===== config.mk =====
export PLATFORM = sky130hd
export DESIGN_NAME = up_down_pulse_counter_with_limits_core
export DESIGN_NICKNAME = d
export VERILOG_FILES = /design/src/rtl/core/udpc_pkg.sv /design/src/rtl/core/up_down_pulse_counter_with_limits_core.sv /design/src/rtl/core/udpc_cfg.sv /design/src/rtl/core/udpc_step.sv
export VERILOG_INCLUDE_DIRS = /design/src /design/src/rtl/core
export SDC_FILE = /design/constraint.sdc
export NUM_CORES = 1
export LEC_CHECK = 0
export BUFFER_PORTS_ARGS = -buffer_cell sky130_fd_sc_hd__buf_4
export CAP_MARGIN = 20
export CORE_MARGIN = 2
export CORE_UTILIZATION = 58
export DETAILED_ROUTE_END_ITERATION = 8
export PLACE_DENSITY_LB_ADDON = 0.15
export SLEW_MARGIN = 10
export SYNTH_ARGS = -nofsm -noshare
export SYNTH_HDL_FRONTEND = slang
export SYNTH_SLANG_ARGS = --single-unit

===== constraint.sdc =====
create_clock -name clk -period 27.1 [get_ports clk]
set_input_delay 5.42 -clock clk [delete_from_list [all_inputs] [get_ports clk]]
set_output_delay 5.42 -clock clk [all_outputs]
set_load 0.05 [all_outputs]

===== src/rtl/core/up_down_pulse_counter_with_limits_core_defines.svh =====
// ----------------------------------------------------------------------------
// Up/down pulse counter: assertion macros
// Shared concurrent assertion forms, clocked on clk and quiet in reset.
// ----------------------------------------------------------------------------
`ifndef UP_DOWN_PULSE_COUNTER_WITH_LIMITS_CORE_DEFINES_SVH
`define UP_DOWN_PULSE_COUNTER_WITH_LIMITS_CORE_DEFINES_SVH

// same-cycle implication
`define UDPC_ASSERT_NOW(lbl, ante, cons, msg) \
	lbl: assert property (@(posedge clk) disable iff (!arst_n) (ante) |-> (cons)) \
		else $error(msg);

// next-cycle implication
`define UDPC_ASSERT_NEXT(lbl, ante, cons, msg) \
	lbl: assert property (@(posedge clk) disable iff (!arst_n) (ante) |=> (cons)) \
		else $error(msg);

`endif


===== src/rtl/core/udpc_pkg.sv =====
// ----------------------------------------------------------------------------
// Up/down pulse counter package
// Widths, register indexes, reset values and item types.
// ----------------------------------------------------------------------------
`timescale 1ns / 1ps

package udpc_pkg;

	localparam int VALUE_W = 32;
	localparam int CFG_IDX_W = 3;

	localparam logic [VALUE_W-1:0] VAL_MAX = {1'b0, {(VALUE_W-1){1'b1}}};
	localparam logic [VALUE_W-1:0] VAL_MIN = {1'b1, {(VALUE_W-1){1'b0}}};
	localparam logic [VALUE_W-1:0] STEP_RST = VALUE_W'(256);

	typedef enum logic [CFG_IDX_W-1:0] {
		CFG_START_VALUE      = 3'd0,
		CFG_STEP_SIZE        = 3'd1,
		CFG_HIGH_LIMIT       = 3'd2,
		CFG_LOW_LIMIT        = 3'd3,
		CFG_LOW_ALARM_LEVEL  = 3'd4,
		CFG_HIGH_ALARM_LEVEL = 3'd5,
		CFG_LOW_WARN_MARGIN  = 3'd6,
		CFG_HIGH_WARN_MARGIN = 3'd7
	} cfg_idx_t;

	typedef struct packed {
		logic [VALUE_W-1:0] start_value;
		logic [VALUE_W-1:0] step_size;
		logic [VALUE_W-1:0] high_limit;
		logic [VALUE_W-1:0] low_limit;
		logic [VALUE_W-1:0] low_alarm_level;
		logic [VALUE_W-1:0] high_alarm_level;
		logic [VALUE_W-1:0] low_warn_margin;
		logic [VALUE_W-1:0] high_warn_margin;
	} cfg_t;

	typedef struct packed {
		logic enable;
		logic pulse;
		logic count_down;
		logic hold;
		logic load_start;
	} item_t;

	typedef struct packed {
		logic at_start;
		logic at_high_limit;
		logic at_low_limit;
		logic low_warning;
		logic low_alarm;
		logic high_warning;
		logic high_alarm;
	} flags_t;

	typedef struct packed {
		logic [VALUE_W-1:0] count;
		logic               enabled_out;
		flags_t             flags;
	} result_t;

endpackage


===== src/rtl/core/up_down_pulse_counter_with_limits_core.sv =====
// ----------------------------------------------------------------------------
// Up/down pulse counter with limits: input item registered in item_s1, result in out_q.
// Throughput one item per cycle unless out_ready stalls it; the count update is a single add and clamp.
// Reset clears both stage valids, count, edge memory, flags; config to defaults.
// ----------------------------------------------------------------------------
`timescale 1ns / 1ps
`include "up_down_pulse_counter_with_limits_core_defines.svh"

module up_down_pulse_counter_with_limits_core (
	input  logic                          clk,
	input  logic                          arst_n,
	input  logic                          cfg_valid,
	output logic                          cfg_ready,
	input  logic [udpc_pkg::CFG_IDX_W-1:0] cfg_index,
	input  logic [udpc_pkg::VALUE_W-1:0]   cfg_data,
	input  logic                          in_valid,
	output logic                          in_ready,
	input  logic                          enable,
	input  logic                          pulse,
	input  logic                          count_down,
	input  logic                          hold,
	input  logic                          load_start,
	output logic                          out_valid,
	input  logic                          out_ready,
	output logic signed [udpc_pkg::VALUE_W-1:0] count,
	output logic                          enabled_out,
	output logic                          at_start,
	output logic                          at_high_limit,
	output logic                          at_low_limit,
	output logic                          low_warning,
	output logic                          low_alarm,
	output logic                          high_warning,
	output logic                          high_alarm
);
	import udpc_pkg::*;

	cfg_t    cfg;
	item_t   item_s1;
	logic    valid_s1;
	result_t result;
	result_t out_q;
	logic    out_valid_q;
	logic    advance;

	assign cfg_ready = 1'b1;

	udpc_cfg u_cfg (
		.clk      (clk),
		.arst_n   (arst_n),
		.wr_en    (cfg_valid),
		.wr_index (cfg_index),
		.wr_data  (cfg_data),
		.cfg      (cfg)
	);

	assign advance  = valid_s1 && (!out_valid_q || out_ready);
	assign in_ready = !valid_s1 || advance;

	always_ff @(posedge clk or negedge arst_n) begin
		if (!arst_n) begin
			valid_s1 <= 1'b0;
		end else if (in_ready) begin
			valid_s1 <= in_valid;
		end
	end

	always_ff @(posedge clk) begin
		if (in_valid && in_ready) begin
			item_s1 <= '{enable: enable, pulse: pulse, count_down: count_down,
				hold: hold, load_start: load_start};
		end
	end

	udpc_step u_step (
		.clk     (clk),
		.arst_n  (arst_n),
		.advance (advance),
		.item    (item_s1),
		.cfg     (cfg),
		.result  (result)
	);

	always_ff @(posedge clk or negedge arst_n) begin
		if (!arst_n) begin
			out_valid_q <= 1'b0;
		end else if (advance) begin
			out_valid_q <= 1'b1;
		end else if (out_ready) begin
			out_valid_q <= 1'b0;
		end
	end

	always_ff @(posedge clk) begin
		if (advance) begin
			out_q <= result;
		end
	end

	assign out_valid     = out_valid_q;
	assign count         = $signed(out_q.count);
	assign enabled_out   = out_q.enabled_out;
	assign at_start      = out_q.flags.at_start;
	assign at_high_limit = out_q.flags.at_high_limit;
	assign at_low_limit  = out_q.flags.at_low_limit;
	assign low_warning   = out_q.flags.low_warning;
	assign low_alarm     = out_q.flags.low_alarm;
	assign high_warning  = out_q.flags.high_warning;
	assign high_alarm    = out_q.flags.high_alarm;

	`UDPC_ASSERT_NEXT(a_advance_fills_out, advance, out_valid_q, "item lost between stages")
	`UDPC_ASSERT_NOW(a_stall_only_when_full, !in_ready,
		valid_s1 && out_valid_q && !out_ready, "input stalled without a full pipe")
	`UDPC_ASSERT_NEXT(a_taken_clears_out, out_valid_q && out_ready && !advance,
		!out_valid_q, "result repeated after it was taken")

endmodule


===== src/rtl/core/udpc_cfg.sv =====
// ----------------------------------------------------------------------------
// Up/down pulse counter configuration bank
// Eight value registers written through the configuration channel.
// ----------------------------------------------------------------------------
`timescale 1ns / 1ps

module udpc_cfg (
	input  logic                          clk,
	input  logic                          arst_n,
	input  logic                          wr_en,
	input  logic [udpc_pkg::CFG_IDX_W-1:0] wr_index,
	input  logic [udpc_pkg::VALUE_W-1:0]   wr_data,
	output udpc_pkg::cfg_t                 cfg
);
	import udpc_pkg::*;

	cfg_t cfg_q;

	always_ff @(posedge clk or negedge arst_n) begin
		if (!arst_n) begin
			cfg_q.start_value      <= '0;
			cfg_q.step_size        <= STEP_RST;
			cfg_q.high_limit       <= VAL_MAX;
			cfg_q.low_limit        <= VAL_MIN;
			cfg_q.low_alarm_level  <= VAL_MIN;
			cfg_q.high_alarm_level <= VAL_MAX;
			cfg_q.low_warn_margin  <= '0;
			cfg_q.high_warn_margin <= '0;
		end else if (wr_en) begin
			unique case (cfg_idx_t'(wr_index))
				CFG_START_VALUE:      cfg_q.start_value      <= wr_data;
				CFG_STEP_SIZE:        cfg_q.step_size        <= wr_data;
				CFG_HIGH_LIMIT:       cfg_q.high_limit       <= wr_data;
				CFG_LOW_LIMIT:        cfg_q.low_limit        <= wr_data;
				CFG_LOW_ALARM_LEVEL:  cfg_q.low_alarm_level  <= wr_data;
				CFG_HIGH_ALARM_LEVEL: cfg_q.high_alarm_level <= wr_data;
				CFG_LOW_WARN_MARGIN:  cfg_q.low_warn_margin  <= wr_data;
				CFG_HIGH_WARN_MARGIN: cfg_q.high_warn_margin <= wr_data;
				default: ;
			endcase
		end
	end

	assign cfg = cfg_q;

endmodule


===== src/rtl/core/udpc_step.sv =====
// ----------------------------------------------------------------------------
// Up/down pulse counter update
// Count state, edge memory and flags; one add, clamp and band check per item.
// ----------------------------------------------------------------------------
`timescale 1ns / 1ps

module udpc_step (
	input  logic              clk,
	input  logic              arst_n,
	input  logic              advance,
	input  udpc_pkg::item_t   item,
	input  udpc_pkg::cfg_t    cfg,
	output udpc_pkg::result_t result
);
	import udpc_pkg::*;

	logic [VALUE_W-1:0] count_q;
	logic               pulse_prev_q;
	logic               started_q;
	flags_t             flags_q;

	logic [VALUE_W-1:0]        base;
	logic [VALUE_W-1:0]        count_en;
	logic [VALUE_W-1:0]        count_next;
	logic signed [VALUE_W:0]   base_x;
	logic signed [VALUE_W:0]   step_x;
	logic signed [VALUE_W:0]   start_x;
	logic signed [VALUE_W:0]   hl_x;
	logic signed [VALUE_W:0]   ll_x;
	logic signed [VALUE_W:0]   sum_x;
	logic signed [VALUE_W:0]   cnt_x;
	logic signed [VALUE_W:0]   low_thr_x;
	logic signed [VALUE_W:0]   high_thr_x;
	logic                      rise;
	flags_t                    flags_en;
	flags_t                    flags_next;

	function automatic logic signed [VALUE_W:0] sx(input logic [VALUE_W-1:0] v);
		return $signed({v[VALUE_W-1], v});
	endfunction

	always_comb begin
		base    = started_q ? count_q : cfg.start_value;
		base_x  = sx(base);
		step_x  = sx(cfg.step_size);
		start_x = sx(cfg.start_value);
		hl_x    = sx(cfg.high_limit);
		ll_x    = sx(cfg.low_limit);
		rise    = item.pulse && !pulse_prev_q && !item.hold;

		priority if (item.load_start) begin
			sum_x = start_x;
		end else if (rise) begin
			sum_x = item.count_down ? (base_x - step_x) : (base_x + step_x);
		end else begin
			sum_x = base_x;
		end

		flags_en = flags_q;
		flags_en.at_start = (sum_x == start_x);

		priority if (sum_x >= hl_x) begin
			count_en = cfg.high_limit;
			flags_en.at_high_limit = 1'b1;
		end else if (sum_x <= ll_x) begin
			count_en = cfg.low_limit;
			flags_en.at_high_limit = 1'b0;
			flags_en.at_low_limit  = 1'b1;
		end else begin
			count_en = sum_x[VALUE_W-1:0];
			flags_en.at_high_limit = 1'b0;
			flags_en.at_low_limit  = 1'b0;
		end

		cnt_x      = sx(count_en);
		low_thr_x  = sx(cfg.low_alarm_level) + sx(cfg.low_warn_margin);
		high_thr_x = sx(cfg.high_alarm_level) - sx(cfg.high_warn_margin);

		if (cnt_x < low_thr_x) begin
			flags_en.low_warning = 1'b1;
			flags_en.low_alarm   = $signed(count_en) < $signed(cfg.low_alarm_level);
		end else begin
			flags_en.low_warning = 1'b0;
			flags_en.low_alarm   = 1'b0;
			if (high_thr_x < cnt_x) begin
				flags_en.high_warning = 1'b1;
				flags_en.high_alarm   = $signed(count_en) > $signed(cfg.high_alarm_level);
			end else begin
				flags_en.high_warning = 1'b0;
				flags_en.high_alarm   = 1'b0;
			end
		end

		count_next = item.enable ? count_en : base;
		flags_next = item.enable ? flags_en : flags_q;
	end

	always_ff @(posedge clk or negedge arst_n) begin
		if (!arst_n) begin
			count_q      <= '0;
			pulse_prev_q <= 1'b0;
			started_q    <= 1'b0;
			flags_q      <= '0;
		end else if (advance) begin
			count_q      <= count_next;
			pulse_prev_q <= item.pulse;
			started_q    <= 1'b1;
			flags_q      <= flags_next;
		end
	end

	assign result.count       = count_next;
	assign result.enabled_out = item.enable;
	assign result.flags       = flags_next;

endmodule


# Yosys cells after proc, flatten, opt, wreduce, memory -nomap -nowiden

Index checks and enable logic that the tools add are counted.

$lt $le $gt $ge: 6
Equality and inequality tests: 8
Reduce and logical (&&, ||, !) cells: 20
Add/sub/neg operators: 4
Multiplexer cells: 16

Operator list:

| kind                 | count |
|---|---|
| $mux W32             | 4 |
| $mux W33             | 3 |
| $add A32 B32 Y33     | 2 |
| $sub A32 B32 Y33     | 2 |
| $eq A33 B32 Y1       | 1 |
| $ge A33 B32 Y1       | 1 |
| $le A33 B32 Y1       | 1 |
| $lt A32 B33 Y1       | 1 |
| $lt A33 B32 Y1       | 1 |
| $gt A32 B32 Y1       | 1 |
| $lt A32 B32 Y1       | 1 |
| $reduce_and A2 Y1    | 8 |
| $eq A3 B3 Y1 const B | 4 |
| $mux W7              | 1 |
| $eq A3 B2 Y1 const B | 2 |
| $mux W2              | 3 |
| $mux W1              | 5 |
| $logic_and A1 B1 Y1  | 4 |
| $logic_not A1 Y1     | 4 |
| $eq A3 B1 Y1 const B | 1 |
| $logic_not A3 Y1     | 1 |
| $logic_or A1 B1 Y1   | 2 |
| $reduce_bool A2 Y1   | 1 |

Logic and storage cells: 88
Flip-flop bits (word level): 344
Output and inout port bits: 43
Input port bits: 45

# Depth between registers and ports, before layout

Word-level depth: 12
Gate-level depth with buffers: 47
Mapped depth without buffers: 44

# Hierarchy

Synthesis repeated with hierarchy kept, for this count alone.

Cell total of the unflattened synthesis: 2675
Area total of the unflattened synthesis: 26012.4 um2

By module, submodules not included:

| module                                 | times used | cells each | seq. area each (um2) | area each (um2) |
|---|---|---|---|---|
| udpc_step                              | 1          | 2069       | 1026.0               | 14844.2 |
| udpc_cfg                               | 1          | 551        | 6487.5               | 9701.8 |
| up_down_pulse_counter_with_limits_core | 1          | 55         | 1401.3               | 1466.4 |

# Least setup slack after synthesis

Ideal clock, no wire load.

Path type: input-to-output
Start point: in out_ready
End point: out in_ready
Stages on the path: 1
Buffers on the path: 0
Arrival time: 5903 ps
Slack: 15777 ps
Data required time: 21680 ps
Cells stage by stage: nand3b_1

Longest elaborated chain between the ends: 3

Ends and longest elaborated chain:

| element             | RTL line                                     | source |
|---|---|---|
| start, declared     | up_down_pulse_counter_with_limits_core.sv:24 | `input logic out_ready,` |
| $logic_or A1 B1 Y1  | up_down_pulse_counter_with_limits_core.sv:56 | `assign advance = valid_s1 && (!out_valid_q \|\| out_ready);` |
| $logic_and A1 B1 Y1 | up_down_pulse_counter_with_limits_core.sv:56 |  |
| $logic_or A1 B1 Y1  | up_down_pulse_counter_with_limits_core.sv:57 | `assign in_ready = !valid_s1 \|\| advance;` |
| end, declared       | up_down_pulse_counter_with_limits_core.sv:17 | `output logic in_ready,` |

Every way passes these cells.

==> results.py <==
metrics = {
    "outcome": {
        "status": "finished clean",
    },
    "clock_network": {
        "clk_pin_slew_ps": 60,
        "cts_buffers": 40,
        "cts.sinks": 344,
        "cts_resized": 0,
        "cts_tree": "built",
        "clock_latency_ps": 580,
        "cts_max_level": 2,
        "ctsHoldBuffers": 0,
        "root_buffer": "clkbuf_16",
        "cts_max_path_buffers": 3,
        "cts_setup_buffers": 0,
    },
    "synthesis": {
        "synth_fp_nets": 3046,
        "ys_ff_latch": 344,
        "synth_edf_count": 45,
        "synth_area_sq_um": 25450,
        "syn_inst": 2720,
        "synth_top_flop_cell": "dfrtp_1",
        "ys_seq_area_share_pct": 35.03,
        "ys_warn_count": 0,
        "async_flop_share_pct": 86.92,
        "yosysUniqueCellTypes": 99,
        "syn_avg_cell_area_sq_um": 9.356,
    },
    "floorplanning": {
        "io_pins": 88,
        "fp.coreArea_sq_um": 43170,
        "num_rows": 76,
        "die_area_sq_um": 45570,
        "start_util_pct": 58.95,
        "chipHeight_microns": 213.5,
        "fp.dieW_microns": 213.5,
    },
    "power": {
        "combPwrFrac_pct": 62.0,
        "irDropWorstVdd_uv": 67.03,
        "switching_power_uw": 1646,
        "p_int_uw": 1903,
        "leakage_uw": 0.01294,
        "swShare_pct": 46.37,
        "power.density_nw_per_um2": 126.2,
        "clockPowerShare_pct": 16.3,
        "seqPwrFrac_pct": 21.7,
    },
    "layout": {
        "final_cell_mix": "ha_1 (278), inv_1 (246), mux2_2 (246), nand2_1 (238), dfrtp_1 (234)",
        "finalInstanceArea_sq_um": 28130,
        "mostFrequentLayoutCell": "ha_1",
        "num_antenna_cells": 0,
        "nFillCells": 3574,
        "fin_nets": 3113,
        "drive_gt1_share_pct": 18.87,
        "fin_cells": 3404,
        "area_growth_syn_to_layout_pct": 10.54,
    },
    "timing": {
        "finalClockSkew_ps": 19.91,
        "slew_violations": 0,
        "hold_viol": 0,
        "fin_crit_sh_pct": 42.16,
        "slew-limit-headroom_pct": 35.26,
        "tightestPinTransition_ps": 971.1,
        "setup_violations": 0,
        "rsz0062_at_grt": "no",
        "hold_slack_ps": 474.6,
        "timing.fmax_ghz": 0.08753,
        "fin_crit_ps": 11420,
        "setup_tns_ps": 0,
    },
    "setup_path": {
        "reg2reg_depth": 41,
        "startpoint_type": "flip-flop",
        "crit_top_cell": "a21o_1",
        "end_kind": "flip-flop",
        "crit_path_max_incr_delay_ps": 610,
        "crit_type": "flip-flop to flip-flop",
        "critPathSlowestCell": "nor4_2",
        "required_ps": 27520,
        "worst-path-max-fanout": 24,
        "arrival_ps": 11850,
    },
    "global_routing": {
        "grt_pass1_wl_microns": 114500,
        "grt_usage_pct": 32.68,
        "grt_pass1_vias": 20700,
        "antenna_found_initial": 0,
        "overflow": 0,
        "grt_max_degree": 141,
    },
    "routing": {
        "drc_errors": 0,
        "drtIter0Drc": 1635,
        "drtAntennaViolNets": 0,
        "drt-total-wl_microns": 73040,
        "dr_total_vias": 21090,
        "vias_per_cell": 6.195,
        "drtPass1Iterations": 7,
        "drt-wirelength-per-cell_microns": 21.46,
    },
    "job": {
        "max-cap-violations": 0,
    },
    "worst_hold_path": {
        "whs_path_depth": 2,
        "hp-class": "flip-flop to flip-flop",
    },
    "placed_design": {
        "placed_area_sq_um": 26730,
        "hpwl_microns": 55120,
        "gp_congestion": 0.9294,
        "portBuffers": 86,
        "placed_cells": 3329,
    },
}
-- stage by stage --
step | power [uW] | setup slack, ps | utilization (%)
2_1_floorplan | 2305 | 15780 | -
3_3_place_gp | 2852 | 15780 | 61.91
3_5_place_dp | 2921 | 15770 | 61.91
4_1_cts | 3517 | 15770 | 65.15
5_1_grt | 3815 | 14990 | 65.16
6_report | 3549 | 15680 | 65.16
-- final cells by class --
cell class | instances | area, sq um | share of cell area (%)
Tap cell | 585 | 732.0 | 2.602
Sequential cell | 344 | 8915 | 31.69
Clock inverter | 18 | 234.0 | 0.8318
Timing Repair Buffer | 114 | 873.3 | 3.105
Inverter | 248 | 932.1 | 3.314
Multi-Input combinational cell | 2039 | 15280 | 54.32
Clock buffer | 56 | 1162 | 4.132
-- worst max-delay path: cells and delay by family, from the launching register on --
kind,cells,cell delay (ps)
compound gates,15,3600
xor+xnor,2,300
fa+ha+maj,3,1140
buf+inv,1,360
flops,1,450
mux,3,840
simple gates,17,4540
-- synth_stat cells, types with 20 or more instances --
| library cell | number | share of area [%] |
|---|---|---|
| dfrtp_1 | 234 | 23 |
| ha_1 | 278 | 14 |
| o21ai_0 | 175 | 3.4 |
| nor3_1 | 44 | 0.87 |
| o21bai_1 | 23 | 0.68 |
| dfstp_2 | 65 | 6.7 |
| a21o_1 | 83 | 2.4 |
| nor2_1 | 168 | 2.5 |
| clkbuf_1 | 75 | 1.1 |
| edfxtp_1 | 45 | 5.3 |
| and3_1 | 20 | 0.49 |
| nand2b_1 | 25 | 0.61 |
| nand4_1 | 35 | 0.86 |
| nand2_1 | 238 | 3.5 |
| a211oi_1 | 23 | 0.68 |
| xor2_1 | 44 | 1.5 |
| nor2b_1 | 25 | 0.61 |
| inv_1 | 247 | 3.6 |
| xnor2_1 | 85 | 2.9 |
| a21oi_1 | 200 | 3.9 |
| nand3_1 | 39 | 0.77 |
| mux2_2 | 246 | 11 |
| o21a_1 | 25 | 0.74 |
-- state kept, by name (all words and copies together), names as in the netlist, 5 cells and up --
register        count
count              32
item_s1             5
u_cfg.cfg         256
u_step.count_q     32
u_step.flags_q      7
-- per-layer routing --
metal	GRT usage [%]	up-vias	wire [microns]
li1	-	9863	-
met1	45.39	10300	32200
met2	52.68	788	33190
met3	4.071	142	5227
met4	11.85	0	2426
met5	0	-	0
-- cells by family after synthesis --
| family | share of synthesized area, % |
|---|---|
| compound gates | 16.97 |
| xor+xnor | 4.528 |
| fa+ha+maj | 14.02 |
| buf+inv | 5.035 |
| flops | 35.03 |
| mux | 11.70 |
| other cells | 0.01474 |
| simple gates | 12.70 |
-- worst paths after layout --
path                                                from                            end  slack (ps)
max reg2reg                   u_cfg.cfg[194]$_DFFE_PN0P_           high_alarm$_DFFE_PP_       15680
min reg2reg                u_step.count_q[8]$_DFFE_PN0P_  u_step.count_q[8]$_DFFE_PN0P_         470
min in group asynchronous                         arst_n     u_cfg.cfg[231]$_DFFE_PN0P_        4840
min                        u_step.count_q[8]$_DFFE_PN0P_  u_step.count_q[8]$_DFFE_PN0P_         470
max in group asynchronous                         arst_n      u_cfg.cfg[60]$_DFFE_PN0P_       21000
max                           u_cfg.cfg[194]$_DFFE_PN0P_           high_alarm$_DFFE_PP_       15680
-- power groups by stage --
stage,sequential (uW),combinational (uW),clock (uW)
2_1_floorplan,810,1490,0
3_3_place_gp,771,2080,0
3_5_place_dp,777,2140,0
4_1_cts,770,2160,584
5_1_grt,787,2420,604
6_report,771,2200,577
Note: power is estimated with default switching activity, not from simulation.
